[src/rtl/fgc_pkg.sv]
// ----------------------------------------------------------------------------
// Flex glove gesture classifier package
// Shared constants, request codes and controller/datapath command types.
// ----------------------------------------------------------------------------
package fgc_pkg;

  localparam int SENSOR_BITS_DEF    = 12;
  localparam int TEMPLATE_COUNT_DEF = 10;
  localparam int FINGERS            = 5;
  localparam int TOL_W              = 12;
  localparam int PCT_W              = 9;
  localparam int SLOT_IN_W          = 4;
  localparam int PITCH_W            = 9;
  localparam int MATCH_W            = 4;
  localparam int SUM_W              = 12;

  localparam logic [TOL_W-1:0] TOL_RESET = 12'd50;
  localparam int PCT_SCALE   = 100;
  localparam int PCT_MAX     = 255;
  // 13108 / 65536 approximates 1/5 exactly for magnitudes up to 1275.
  localparam logic [16:0] AVG_RECIP = 17'd13108;
  localparam int CLOSED_TH   = 8;
  localparam int HIGH_TH     = 85;
  localparam int LOW_TH      = 20;
  localparam int PITCH_TH    = 70;

  typedef enum logic [1:0] {
    REQ_CLASSIFY = 2'd0,
    REQ_OPEN     = 2'd1,
    REQ_CLOSED   = 2'd2,
    REQ_TEMPLATE = 2'd3
  } req_t;

  typedef struct packed {
    logic       capture;
    logic       div_start;
    logic       pct_store;
    logic       scan_step;
    logic       avg;
    logic       load_out;
    logic [2:0] finger;
  } fgc_cmd_t;

  typedef struct packed {
    logic div_done;
    logic scan_last;
    logic out_full;
  } fgc_sts_t;

endpackage

[src/rtl/fgc_if.sv]
// ----------------------------------------------------------------------------
// Flex glove gesture classifier channels
// Valid/ready interfaces for the sensor frame and the classification result.
// ----------------------------------------------------------------------------
interface fgc_in_if #(parameter int SB = 12);
  logic                 valid;
  logic                 ready;
  logic [1:0]           req_type;
  logic [3:0]           template_slot;
  logic [SB-1:0]        thumb_bend;
  logic [SB-1:0]        index_bend;
  logic [SB-1:0]        middle_bend;
  logic [SB-1:0]        ring_bend;
  logic [SB-1:0]        pinky_bend;
  logic signed [8:0]    pitch_angle;

  modport source (output valid, req_type, template_slot, thumb_bend, index_bend,
                  middle_bend, ring_bend, pinky_bend, pitch_angle, input ready);
  modport sink (input valid, req_type, template_slot, thumb_bend, index_bend,
                middle_bend, ring_bend, pinky_bend, pitch_angle, output ready);
endinterface

interface fgc_out_if;
  logic              valid;
  logic              ready;
  logic signed [8:0] thumb_pct;
  logic signed [8:0] index_pct;
  logic signed [8:0] middle_pct;
  logic signed [8:0] ring_pct;
  logic signed [8:0] pinky_pct;
  logic signed [8:0] overall_pct;
  logic              hand_closed;
  logic              horns_sign;
  logic              stop_sign;
  logic [3:0]        matched_gesture;
  logic              range_fault;

  modport source (output valid, thumb_pct, index_pct, middle_pct, ring_pct, pinky_pct,
                  overall_pct, hand_closed, horns_sign, stop_sign, matched_gesture,
                  range_fault, input ready);
  modport sink (input valid, thumb_pct, index_pct, middle_pct, ring_pct, pinky_pct,
                overall_pct, hand_closed, horns_sign, stop_sign, matched_gesture,
                range_fault, output ready);
endinterface

[src/rtl/fgc_div.sv]
// ----------------------------------------------------------------------------
// Serial divider
// Unsigned restoring divider producing one quotient bit per cycle.
// ----------------------------------------------------------------------------
module fgc_div #(
  parameter int NB = 20,
  parameter int DB = 13
) (
  input  logic          clk,
  input  logic          rst_n,
  input  logic          start,
  input  logic [NB-1:0] num,
  input  logic [DB-1:0] den,
  output logic          done,
  output logic [NB-1:0] quo
);

  localparam int CW = $clog2(NB + 1);

  logic [NB-1:0] quo_r, quo_nxt;
  logic [DB-1:0] rem_r, rem_nxt;
  logic [DB-1:0] den_r;
  logic [CW-1:0] cnt_r;
  logic          act_r, done_r;
  logic [DB:0]   shifted;
  logic          qbit;

  always_comb begin
    shifted = {rem_r, quo_r[NB-1]};
    qbit    = (shifted >= {1'b0, den_r});
    rem_nxt = qbit ? DB'(shifted - {1'b0, den_r}) : shifted[DB-1:0];
    quo_nxt = {quo_r[NB-2:0], qbit};
  end

  always_ff @(posedge clk) begin
    if (!rst_n) begin
      act_r  <= 1'b0;
      done_r <= 1'b0;
      cnt_r  <= '0;
    end else begin
      done_r <= 1'b0;
      if (start) begin
        act_r <= 1'b1;
        cnt_r <= CW'(NB);
        quo_r <= num;
        rem_r <= '0;
        den_r <= den;
      end else if (act_r) begin
        quo_r <= quo_nxt;
        rem_r <= rem_nxt;
        cnt_r <= cnt_r - 1'b1;
        if (cnt_r == CW'(1)) begin
          act_r  <= 1'b0;
          done_r <= 1'b1;
        end
      end
    end
  end

  assign done = done_r;
  assign quo  = quo_r;

endmodule

[src/rtl/fgc_datapath.sv]
// ----------------------------------------------------------------------------
// Gesture classifier datapath
// Reference and template storage, percent division, template scan and result.
// ----------------------------------------------------------------------------
module fgc_datapath import fgc_pkg::*; #(
  parameter int SB = SENSOR_BITS_DEF,
  parameter int TC = TEMPLATE_COUNT_DEF
) (
  input  logic                  clk,
  input  logic                  rst_n,
  input  fgc_cmd_t              cmd,
  output fgc_sts_t              sts,
  input  logic                  cfg_we,
  input  logic [TOL_W-1:0]      cfg_wdata,
  input  logic [1:0]            in_req,
  input  logic [SLOT_IN_W-1:0]  in_slot,
  input  logic [SB-1:0]         in_bend [FINGERS],
  input  logic signed [PITCH_W-1:0] in_pitch,
  fgc_out_if.source             out_ch
);

  localparam int NB = SB + 8;
  localparam int DB = SB + 1;
  localparam int SW = (TC > 1) ? $clog2(TC) : 1;
  localparam int CMP_W = ((SB > TOL_W) ? SB : TOL_W) + 1;

  logic [TOL_W-1:0]   tol_r;
  logic [SB-1:0]      open_r   [FINGERS];
  logic [SB-1:0]      closed_r [FINGERS];
  logic [SB-1:0]      tpl_r    [TC][FINGERS];
  logic [TC-1:0]      tpl_vld_r;
  logic [SB-1:0]      bend_r   [FINGERS];
  logic signed [PITCH_W-1:0] pitch_r;
  logic signed [PCT_W-1:0]   pct_r [FINGERS];
  logic signed [SUM_W-1:0]   sum_r;
  logic signed [PCT_W-1:0]   ovr_r;
  logic               fault_r;
  logic [MATCH_W-1:0] match_r;
  logic [SW-1:0]      slot_r;
  logic               out_valid_r;

  // Percent of the selected finger.
  logic [SB-1:0]         sel_bend, sel_open, sel_closed;
  logic signed [SB:0]    diff_s, den_s;
  logic signed [NB-1:0]  num_s;
  logic [NB-1:0]         num_mag;
  logic [DB-1:0]         den_mag;
  logic                  neg, den_zero, div_done;
  logic [NB-1:0]         quo;
  logic [7:0]            sat;
  logic signed [PCT_W-1:0] pct_val;

  always_comb begin
    sel_bend   = bend_r[cmd.finger];
    sel_open   = open_r[cmd.finger];
    sel_closed = closed_r[cmd.finger];
    diff_s     = $signed({1'b0, sel_bend}) - $signed({1'b0, sel_open});
    den_s      = $signed({1'b0, sel_closed}) - $signed({1'b0, sel_open});
    num_s      = NB'(diff_s * PCT_SCALE);
    num_mag    = num_s[NB-1] ? NB'(-num_s) : NB'(num_s);
    den_mag    = den_s[SB] ? DB'(-den_s) : DB'(den_s);
    neg        = num_s[NB-1] ^ den_s[SB];
    den_zero   = (den_s == '0);
    sat        = (|quo[NB-1:8]) ? 8'(PCT_MAX) : quo[7:0];
    if (den_zero) begin
      pct_val = '0;
    end else if (neg) begin
      pct_val = -$signed({1'b0, sat});
    end else begin
      pct_val = $signed({1'b0, sat});
    end
  end

  fgc_div #(.NB(NB), .DB(DB)) u_div (
    .clk   (clk),
    .rst_n (rst_n),
    .start (cmd.div_start),
    .num   (num_mag),
    .den   (den_mag),
    .done  (div_done),
    .quo   (quo)
  );

  // Template comparison for the slot under the scan pointer.
  logic tpl_ok;
  logic [SB-1:0] tdiff [FINGERS];

  always_comb begin
    tpl_ok = tpl_vld_r[slot_r];
    for (int f = 0; f < FINGERS; f++) begin
      tdiff[f] = (bend_r[f] >= tpl_r[slot_r][f]) ? SB'(bend_r[f] - tpl_r[slot_r][f])
                                                 : SB'(tpl_r[slot_r][f] - bend_r[f]);
      if (!(CMP_W'(tdiff[f]) < CMP_W'(tol_r))) tpl_ok = 1'b0;
    end
  end

  // Average by reciprocal multiplication.
  logic [SUM_W-2:0] sum_mag;
  logic [27:0]      avg_prod;
  logic signed [PCT_W-1:0] avg_q;

  always_comb begin
    sum_mag  = sum_r[SUM_W-1] ? (SUM_W-1)'(-sum_r) : sum_r[SUM_W-2:0];
    avg_prod = 28'(sum_mag * AVG_RECIP);
    avg_q    = $signed({1'b0, avg_prod[23:16]});
  end

  always_ff @(posedge clk) begin
    if (!rst_n) begin
      tol_r       <= TOL_RESET;
      tpl_vld_r   <= '0;
      out_valid_r <= 1'b0;
      for (int f = 0; f < FINGERS; f++) begin
        open_r[f]   <= '0;
        closed_r[f] <= '0;
      end
    end else begin
      if (cfg_we) tol_r <= cfg_wdata;

      if (cmd.capture) begin
        bend_r  <= in_bend;
        pitch_r <= in_pitch;
        sum_r   <= '0;
        fault_r <= 1'b0;
        match_r <= '0;
        slot_r  <= '0;
        case (req_t'(in_req))
          REQ_OPEN:     open_r   <= in_bend;
          REQ_CLOSED:   closed_r <= in_bend;
          REQ_TEMPLATE: begin
            if ({1'b0, in_slot} < 5'(TC)) begin
              tpl_r[in_slot[SW-1:0]]     <= in_bend;
              tpl_vld_r[in_slot[SW-1:0]] <= 1'b1;
            end
          end
          default: ;
        endcase
      end

      if (cmd.pct_store) begin
        pct_r[cmd.finger] <= pct_val;
        sum_r   <= sum_r + SUM_W'(pct_val);
        fault_r <= fault_r | den_zero;
      end

      if (cmd.scan_step) begin
        if (tpl_ok && match_r == '0) match_r <= MATCH_W'(slot_r + 1'b1);
        slot_r <= slot_r + 1'b1;
      end

      if (cmd.avg) ovr_r <= sum_r[SUM_W-1] ? -avg_q : avg_q;

      if (cmd.load_out) begin
        out_valid_r <= 1'b1;
      end else if (out_ch.ready) begin
        out_valid_r <= 1'b0;
      end
    end
  end

  // Result register, loaded once the previous result has been taken.
  logic signed [PCT_W-1:0] o_pct_r [FINGERS];
  logic signed [PCT_W-1:0] o_ovr_r;
  logic o_closed_r, o_horns_r, o_stop_r, o_fault_r;
  logic [MATCH_W-1:0] o_match_r;

  always_ff @(posedge clk) begin
    if (cmd.load_out) begin
      o_pct_r    <= pct_r;
      o_ovr_r    <= ovr_r;
      o_closed_r <= (ovr_r > PCT_W'(CLOSED_TH));
      o_horns_r  <= (pct_r[0] > PCT_W'(HIGH_TH)) && (pct_r[1] < PCT_W'(LOW_TH)) &&
                    (pct_r[2] > PCT_W'(HIGH_TH)) && (pct_r[3] > PCT_W'(HIGH_TH)) &&
                    (pct_r[4] < PCT_W'(LOW_TH));
      o_stop_r   <= (ovr_r > PCT_W'(HIGH_TH)) && (pitch_r > PITCH_W'(PITCH_TH));
      o_match_r  <= match_r;
      o_fault_r  <= fault_r;
    end
  end

  assign sts.div_done  = div_done;
  assign sts.scan_last = (slot_r == SW'(TC - 1));
  assign sts.out_full  = out_valid_r;

  assign out_ch.valid           = out_valid_r;
  assign out_ch.thumb_pct       = o_pct_r[0];
  assign out_ch.index_pct       = o_pct_r[1];
  assign out_ch.middle_pct      = o_pct_r[2];
  assign out_ch.ring_pct        = o_pct_r[3];
  assign out_ch.pinky_pct       = o_pct_r[4];
  assign out_ch.overall_pct     = o_ovr_r;
  assign out_ch.hand_closed     = o_closed_r;
  assign out_ch.horns_sign      = o_horns_r;
  assign out_ch.stop_sign       = o_stop_r;
  assign out_ch.matched_gesture = o_match_r;
  assign out_ch.range_fault     = o_fault_r;

endmodule

[src/rtl/fgc_ctrl.sv]
// ----------------------------------------------------------------------------
// Gesture classifier controller
// Sequences capture, five divisions, the template scan, the average and the result load.
// ----------------------------------------------------------------------------
module fgc_ctrl import fgc_pkg::*; (
  input  logic     clk,
  input  logic     rst_n,
  input  logic     in_valid,
  output logic     in_ready,
  input  fgc_sts_t sts,
  output fgc_cmd_t cmd
);

  typedef enum logic [2:0] {
    ST_IDLE, ST_START, ST_WAIT, ST_SCAN, ST_AVG, ST_OUT
  } state_t;

  state_t     state_r;
  logic [2:0] finger_r;

  always_ff @(posedge clk) begin
    if (!rst_n) begin
      state_r  <= ST_IDLE;
      finger_r <= '0;
    end else begin
      case (state_r)
        ST_IDLE: begin
          finger_r <= '0;
          if (in_valid) state_r <= ST_START;
        end
        ST_START: state_r <= ST_WAIT;
        ST_WAIT: begin
          if (sts.div_done) begin
            finger_r <= finger_r + 1'b1;
            state_r  <= (finger_r == 3'(FINGERS - 1)) ? ST_SCAN : ST_START;
          end
        end
        ST_SCAN: if (sts.scan_last) state_r <= ST_AVG;
        ST_AVG:  state_r <= ST_OUT;
        ST_OUT:  if (!sts.out_full) state_r <= ST_IDLE;
        default: state_r <= ST_IDLE;
      endcase
    end
  end

  always_comb begin
    in_ready      = (state_r == ST_IDLE);
    cmd.capture   = in_ready && in_valid;
    cmd.div_start = (state_r == ST_START);
    cmd.pct_store = (state_r == ST_WAIT) && sts.div_done;
    cmd.scan_step = (state_r == ST_SCAN);
    cmd.avg       = (state_r == ST_AVG);
    cmd.load_out  = (state_r == ST_OUT) && !sts.out_full;
    cmd.finger    = finger_r;
  end

endmodule

[src/rtl/flex_glove_gesture_classifier.sv]
// Each accepted frame passes capture, five divisions, the template scan, the average and
// the result load; the pace is set by the bit-serial divider shared by the five fingers.
// A new frame is taken only once the last one is done, and the result load waits for a
// free output register; a new frame is accepted while the last result still waits there.
// Reset (rst_n low, synchronous): references zero, templates invalid, tolerance 50.
// ----------------------------------------------------------------------------
// Flex glove gesture classifier
// Finger closure percents, hand gestures and template matching per sensor frame.
// ----------------------------------------------------------------------------
module flex_glove_gesture_classifier import fgc_pkg::*; #(
  parameter int SENSOR_BITS    = SENSOR_BITS_DEF,
  parameter int TEMPLATE_COUNT = TEMPLATE_COUNT_DEF
) (
  input  logic             clk,
  input  logic             rst_n,
  fgc_in_if.sink           in_ch,
  fgc_out_if.source        out_ch,
  input  logic             cfg_we,
  input  logic [TOL_W-1:0] cfg_wdata
);

  fgc_cmd_t          cmd;
  fgc_sts_t          sts;
  logic [SENSOR_BITS-1:0] bend [FINGERS];
  logic              rdy;

  assign bend[0] = in_ch.thumb_bend;
  assign bend[1] = in_ch.index_bend;
  assign bend[2] = in_ch.middle_bend;
  assign bend[3] = in_ch.ring_bend;
  assign bend[4] = in_ch.pinky_bend;
  assign in_ch.ready = rdy;

  fgc_ctrl u_ctrl (
    .clk      (clk),
    .rst_n    (rst_n),
    .in_valid (in_ch.valid),
    .in_ready (rdy),
    .sts      (sts),
    .cmd      (cmd)
  );

  fgc_datapath #(.SB(SENSOR_BITS), .TC(TEMPLATE_COUNT)) u_dp (
    .clk       (clk),
    .rst_n     (rst_n),
    .cmd       (cmd),
    .sts       (sts),
    .cfg_we    (cfg_we),
    .cfg_wdata (cfg_wdata),
    .in_req    (in_ch.req_type),
    .in_slot   (in_ch.template_slot),
    .in_bend   (bend),
    .in_pitch  (in_ch.pitch_angle),
    .out_ch    (out_ch)
  );

endmodule

[src/flat_wrapper.sv]
// flat-port wrapper written by rule: the top's interface ports become plain ports
module flex_glove_gesture_classifier_flat import fgc_pkg::*;
#(
  parameter int SENSOR_BITS    = SENSOR_BITS_DEF,
  parameter int TEMPLATE_COUNT = TEMPLATE_COUNT_DEF
)
  (clk, rst_n, cfg_we, cfg_wdata, in_ch_valid, in_ch_req_type, in_ch_template_slot, in_ch_thumb_bend, in_ch_index_bend, in_ch_middle_bend, in_ch_ring_bend, in_ch_pinky_bend, in_ch_pitch_angle, in_ch_ready, out_ch_valid, out_ch_thumb_pct, out_ch_index_pct, out_ch_middle_pct, out_ch_ring_pct, out_ch_pinky_pct, out_ch_overall_pct, out_ch_hand_closed, out_ch_horns_sign, out_ch_stop_sign, out_ch_matched_gesture, out_ch_range_fault, out_ch_ready);
  fgc_in_if in_ch_i ();
  fgc_out_if out_ch_i ();
  input  logic clk;
  input  logic rst_n;
  input  logic cfg_we;
  input  logic [TOL_W-1:0] cfg_wdata;
  input wire logic [$bits(in_ch_i.valid)-1:0] in_ch_valid;
  input wire logic [$bits(in_ch_i.req_type)-1:0] in_ch_req_type;
  input wire logic [$bits(in_ch_i.template_slot)-1:0] in_ch_template_slot;
  input wire logic [$bits(in_ch_i.thumb_bend)-1:0] in_ch_thumb_bend;
  input wire logic [$bits(in_ch_i.index_bend)-1:0] in_ch_index_bend;
  input wire logic [$bits(in_ch_i.middle_bend)-1:0] in_ch_middle_bend;
  input wire logic [$bits(in_ch_i.ring_bend)-1:0] in_ch_ring_bend;
  input wire logic [$bits(in_ch_i.pinky_bend)-1:0] in_ch_pinky_bend;
  input wire logic [$bits(in_ch_i.pitch_angle)-1:0] in_ch_pitch_angle;
  output wire logic [$bits(in_ch_i.ready)-1:0] in_ch_ready;
  output wire logic [$bits(out_ch_i.valid)-1:0] out_ch_valid;
  output wire logic [$bits(out_ch_i.thumb_pct)-1:0] out_ch_thumb_pct;
  output wire logic [$bits(out_ch_i.index_pct)-1:0] out_ch_index_pct;
  output wire logic [$bits(out_ch_i.middle_pct)-1:0] out_ch_middle_pct;
  output wire logic [$bits(out_ch_i.ring_pct)-1:0] out_ch_ring_pct;
  output wire logic [$bits(out_ch_i.pinky_pct)-1:0] out_ch_pinky_pct;
  output wire logic [$bits(out_ch_i.overall_pct)-1:0] out_ch_overall_pct;
  output wire logic [$bits(out_ch_i.hand_closed)-1:0] out_ch_hand_closed;
  output wire logic [$bits(out_ch_i.horns_sign)-1:0] out_ch_horns_sign;
  output wire logic [$bits(out_ch_i.stop_sign)-1:0] out_ch_stop_sign;
  output wire logic [$bits(out_ch_i.matched_gesture)-1:0] out_ch_matched_gesture;
  output wire logic [$bits(out_ch_i.range_fault)-1:0] out_ch_range_fault;
  input wire logic [$bits(out_ch_i.ready)-1:0] out_ch_ready;
  assign in_ch_i.valid = in_ch_valid;
  assign in_ch_i.req_type = in_ch_req_type;
  assign in_ch_i.template_slot = in_ch_template_slot;
  assign in_ch_i.thumb_bend = in_ch_thumb_bend;
  assign in_ch_i.index_bend = in_ch_index_bend;
  assign in_ch_i.middle_bend = in_ch_middle_bend;
  assign in_ch_i.ring_bend = in_ch_ring_bend;
  assign in_ch_i.pinky_bend = in_ch_pinky_bend;
  assign in_ch_i.pitch_angle = in_ch_pitch_angle;
  assign in_ch_ready = in_ch_i.ready;
  assign out_ch_valid = out_ch_i.valid;
  assign out_ch_thumb_pct = out_ch_i.thumb_pct;
  assign out_ch_index_pct = out_ch_i.index_pct;
  assign out_ch_middle_pct = out_ch_i.middle_pct;
  assign out_ch_ring_pct = out_ch_i.ring_pct;
  assign out_ch_pinky_pct = out_ch_i.pinky_pct;
  assign out_ch_overall_pct = out_ch_i.overall_pct;
  assign out_ch_hand_closed = out_ch_i.hand_closed;
  assign out_ch_horns_sign = out_ch_i.horns_sign;
  assign out_ch_stop_sign = out_ch_i.stop_sign;
  assign out_ch_matched_gesture = out_ch_i.matched_gesture;
  assign out_ch_range_fault = out_ch_i.range_fault;
  assign out_ch_i.ready = out_ch_ready;
  flex_glove_gesture_classifier #(.SENSOR_BITS(SENSOR_BITS), .TEMPLATE_COUNT(TEMPLATE_COUNT)) u_core (.clk(clk), .rst_n(rst_n), .in_ch(in_ch_i), .out_ch(out_ch_i), .cfg_we(cfg_we), .cfg_wdata(cfg_wdata));
endmodule
[config.mk]
export PLATFORM = sky130hd
export DESIGN_NAME = flex_glove_gesture_classifier_flat
export DESIGN_NICKNAME = d
export VERILOG_FILES = /design/src/rtl/fgc_pkg.sv /design/src/rtl/fgc_if.sv /design/src/rtl/fgc_div.sv /design/src/rtl/fgc_datapath.sv /design/src/rtl/fgc_ctrl.sv /design/src/rtl/flex_glove_gesture_classifier.sv /design/src/flat_wrapper.sv
export SDC_FILE = /design/constraint.sdc
export NUM_CORES = 2
export LEC_CHECK = 0
export ABC_AREA = 1
export BUFFER_PORTS_ARGS = -buffer_cell sky130_fd_sc_hd__buf_2
export CAP_MARGIN = 25
export CORE_ASPECT_RATIO = 1.2
export CORE_MARGIN = 5
export CORE_UTILIZATION = 68
export CTS_CLUSTER_DIAMETER = 200
export DETAILED_ROUTE_END_ITERATION = 8
export PLACE_DENSITY = 0.95
export SYNTH_ARGS = -nofsm -noshare
export SYNTH_HDL_FRONTEND = slang
export SYNTH_HIERARCHICAL = 1
export SYNTH_SLANG_ARGS = --single-unit
[constraint.sdc]
create_clock -name clk -period 21.8 [get_ports clk]
set_input_delay 1.09 -clock clk [delete_from_list [all_inputs] [get_ports clk]]
set_output_delay 1.09 -clock clk [all_outputs]
set_load 0.005 [all_outputs]
==> metrics <==
status finished clean; Reg clk slew, reported paths ~0.07 ns; slew of the pin with the lowest slew margin roughly 1.2 ns; clock period minus worst slack 9.15 ns; sequential fraction of the synthesis area 0.538; Post-synth EDFFs around 850; post-CTS setup buffer count 0; Gate Count Post-Synth approximately 5,300; area share of fa/ha/maj cells after synthesis 0.0980; VDD IR-drop max about 0.2 mV; Syn Std Cell Area about 53,000 µm²; fmax roughly 110 MHz; Detailed Routing Iterations Pass 1 8; die width between 200 and 300 µm; Synth Area in Simple Gates 0.122; H-tree depth 3; Worst Skew roughly 0.025 ns; post-route setup TNS 0 ns; Final Max Tran Viols 0; IO Pins about 160; vias in the first global route 40,200; Final setup viols 0; Avg Inst Size Synth roughly 10 µm²; # hold bufs at CTS 0; PnR worst setup slack around 13 ns; FF+latch count, synth 1,012; FFs w/ async S/R, synth 0; row cnt 112; CTS root buffer clkbuf_16; Die H approximately 320 µm; post-synth top area share 0.478; beginning of the worst register-to-register path u_core/u_ctrl/finger_r[2]$_SDFFE_PN0P_; clock sinks around 1,000; crit path DAT approximately 9.6 ns; post_cts resized 0; diode count 0; DRC Markers 0; core area just under 80,000 µm²; initial antenna violation count 4; hold_sp u_core/u_dp/pct_r[0]$_DFFE_PP_; layout cell share with drive strength beyond 1 0.0812; grt ovf 0; Place WS roughly 13 ns; ranking of synthesized cells by area edfxtp_1, ha_1, dfxtp_1, nand2_1, inv_1; Cell Pwr Density around 170 nW/µm²; first-pass GRT wire length approximately 230,000 µm; most used cell, CP nand2_1; Lkg Pwr roughly 0.024 µW; r2r endpoint u_core/u_dp/sum_r[10]$_SDFFCE_PN0P_; largest net degree at the start of global routing between 200 and 250; Layout area overhead 8.72%; CTS tree done; largest family of logic cells by synthesized area compound AO/OA/AOI/OAI gates; headroom to the max-slew limit 0.228; Max Root-Sink Buffers 3; vias between 40,000 and 50,000; post-synthesis compound-gate area fraction 0.125; fin nets between 5,000 and 6,000; Starting Density 0.686; WHS Endpoint u_core/u_dp/out_ch.pinky_pct[0]$_DFFE_PP_; Distinct cells, synth 65; post-synthesis xor/xnor area fraction 0.0233; max_cap viols 0; unrepaired setup endpoints after global routing false; crit path kind flop to flop; reg2reg path depth 39; Worst Setup Start Kind flop; Vias/cell 6.34; Yosys top cell by area edfxtp_1; critical-path maximum fanout 26; Die Area between 80,000 and 90,000 µm²; mux share of post-synthesis cell area 0.0245; Hold Fails Final Rpt 0; Worst path slowest cell clkinv_1; CTS Buf Count 94; Warnings, synthesis 6; DP Wirelength 109,000 µm; CP peak stage delay about 0.87 ns; DRT iter0 DRCs about 5,500; Hold Path Stages 0; Routed WL approximately 160,000 µm; Wirelength per Cell around 24 µm; Post-DRT Antenna Nets 0; Main synth FF type edfxtp_1; WP data required 22.22 ns; Placer Congestion 1.04; Buffers on Ports between 150 and 200; worst-skew pair later-pin latency approximately 0.68 ns; total power draw 10,200 µW; GRT Overall Usage 0.366; HP Class flop to flop; Setup crit end kind flop; Fillers between 5,000 and 6,000; final period utilization 0.420; Reg2Reg Setup Slack 12.65 ns
-- stage by stage --
step,util,cell area (µm²),hold WS (ns),instances
after global routing,0.746,58100,0.438,6540
after floorplan,-,53500,0.400,5337
after global placement,0.707,55100,0.401,6364
final,0.746,58100,0.428,6540
after detailed placement,0.707,55100,0.405,6364
after CTS,0.746,58100,0.435,6537
-- layout make-up --
type	count	area (µm²)	area share
well taps	1026	1280	0.0221
inverters	742	2790	0.0479
flip-flops and latches	1012	28800	0.495
repair buffers	195	1120	0.0193
clock buffers	115	2470	0.0425
clock inverters	58	515	0.00886
multi-input cells	3392	21200	0.364
-- registers in the layout, summed over array words and instances, names as in the netlist, 10 cells and up, named ones only --
name / count
u_core/u_dp/u_div/quo: 20
u_core/u_dp/u_div/rem_r: 13
u_core/u_dp/tpl_vld_r: 10
u_core/u_dp/sum_r: 12
u_core/u_dp/pct_r: 45
u_core/u_dp/tol_r: 12
u_core/u_dp/u_div/den_r: 13
u_core/u_dp/closed_r: 60
u_core/u_dp/bend_r: 60
u_core/u_dp/tpl_r: 600
u_core/u_dp/open_r: 60
-- cell families (layout without fill, tap and decap cells) --
logic type | count (synthesis) | in the layout
other cells | 1 | 2
compound gates | 1154 | 1154
buf+inv | 933 | 1110
xor+xnor | 136 | 136
simple gates | 1582 | 1582
flops | 1012 | 1012
mux | 131 | 131
fa+ha+maj | 387 | 387
-- layout by cell type (no fill, tap or decap), types with 8 or more instances in the layout --
cell type    n
a21o_1      15
a21oi_1    345
a21oi_2     11
a221oi_1    20
a22oi_1     25
a31oi_1     14
buf_2      154
buf_4       38
clkbuf_1    17
clkbuf_16   94
clkinv_1    29
clkinv_2    17
dfxtp_1    156
edfxtp_1   852
fa_1        53
ha_1       334
inv_1      718
inv_2       15
mux2i_1    131
nand2_1    822
nand2_2     25
nand3_1    144
nand3_2      8
nand4_1     39
nor2_1     457
nor2_2      10
nor2_4      13
nor3_1      27
nor4_1       8
o211ai_1   181
o21a_1       8
o21ai_0    436
o21ai_1     20
o21bai_1    16
o221ai_1    10
o22ai_1     17
xnor2_1     47
xor2_1      82
-- worst max-delay path, delay by kind of cell (launching register included) --
| family | cells | cell delay [ns] |
|---|---|---|
| flops | 1 | 0.48 |
| xor+xnor | 1 | 0.14 |
| compound gates | 12 | 2.45 |
| buf+inv | 1 | 0.87 |
| fa+ha+maj | 6 | 2.23 |
| simple gates | 19 | 2.68 |
-- cells in the mapped netlist, types with 7 or more instances --
| library cell | number |
|---|---|
| buf_1 | 13 |
| nor4_1 | 9 |
| xor2_1 | 82 |
| nand3_1 | 144 |
| fa_1 | 53 |
| a31oi_1 | 14 |
| o211ai_1 | 181 |
| nor3_1 | 31 |
| a22oi_1 | 25 |
| nor2_2 | 10 |
| a21o_1 | 15 |
| ha_1 | 334 |
| o21ai_1 | 20 |
| nand3_2 | 8 |
| o21ai_0 | 436 |
| nand4_1 | 39 |
| clkinv_1 | 8 |
| edfxtp_1 | 852 |
| dfxtp_1 | 160 |
| o21bai_1 | 16 |
| clkbuf_1 | 119 |
| buf_4 | 18 |
| a221oi_1 | 20 |
| o21a_1 | 8 |
| xnor2_1 | 47 |
| o22ai_1 | 17 |
| nor2_1 | 468 |
| a21oi_2 | 10 |
| a21oi_1 | 346 |
| nand2_1 | 822 |
| mux2i_1 | 131 |
| o2111ai_1 | 7 |
| inv_1 | 721 |
| inv_2 | 13 |
| nand2_2 | 25 |
| buf_2 | 36 |
| a211oi_1 | 7 |
| o221ai_1 | 10 |
-- where the power goes --
group	switching (µW)	total, µW	leakage, µW	internal, µW
Clock	737	1610	0.00146	876
Sequential	96.7	2460	0.00899	2370
Combinational	4000	6090	0.0140	2080
Total	4840	10200	0.0244	5330
-- worst max path at each step --
stage | from | endpoint | cells past startpoint
final | u_core/u_ctrl/finger_r[2]$_SDFFE_PN0P_ | u_core/u_dp/sum_r[10]$_SDFFCE_PN0P_ | 39
after global routing | u_core/u_ctrl/finger_r[2]$_SDFFE_PN0P_ | u_core/u_dp/sum_r[10]$_SDFFCE_PN0P_ | 40
after CTS | u_core/u_ctrl/finger_r[2]$_SDFFE_PN0P_ | u_core/u_dp/sum_r[10]$_SDFFCE_PN0P_ | 39
after detailed placement | u_core/u_ctrl/finger_r[2]$_SDFFE_PN0P_ | u_core/u_dp/sum_r[10]$_SDFFCE_PN0P_ | 39
after global placement | u_core/u_ctrl/finger_r[2]$_SDFFE_PN0P_ | u_core/u_dp/sum_r[10]$_SDFFCE_PN0P_ | 39
after floorplan | u_core/u_ctrl/state_r[1]$_SDFFE_PN0P_ | u_core/u_dp/out_ch.hand_closed$_DFFE_PP_ | 2
-- metal layers --
metal  part of all wire  GRT usage  wire length (µm)  vias up
met5            0.00022          0                35        -
met4              0.083      0.242             13100        4
met3               0.11     0.0717             16900      642
met2               0.47      0.607             74500     2820
met1               0.34      0.437             54000    19500
li1                   -          -                 -    18500
(Power assumes the default switching activity.)
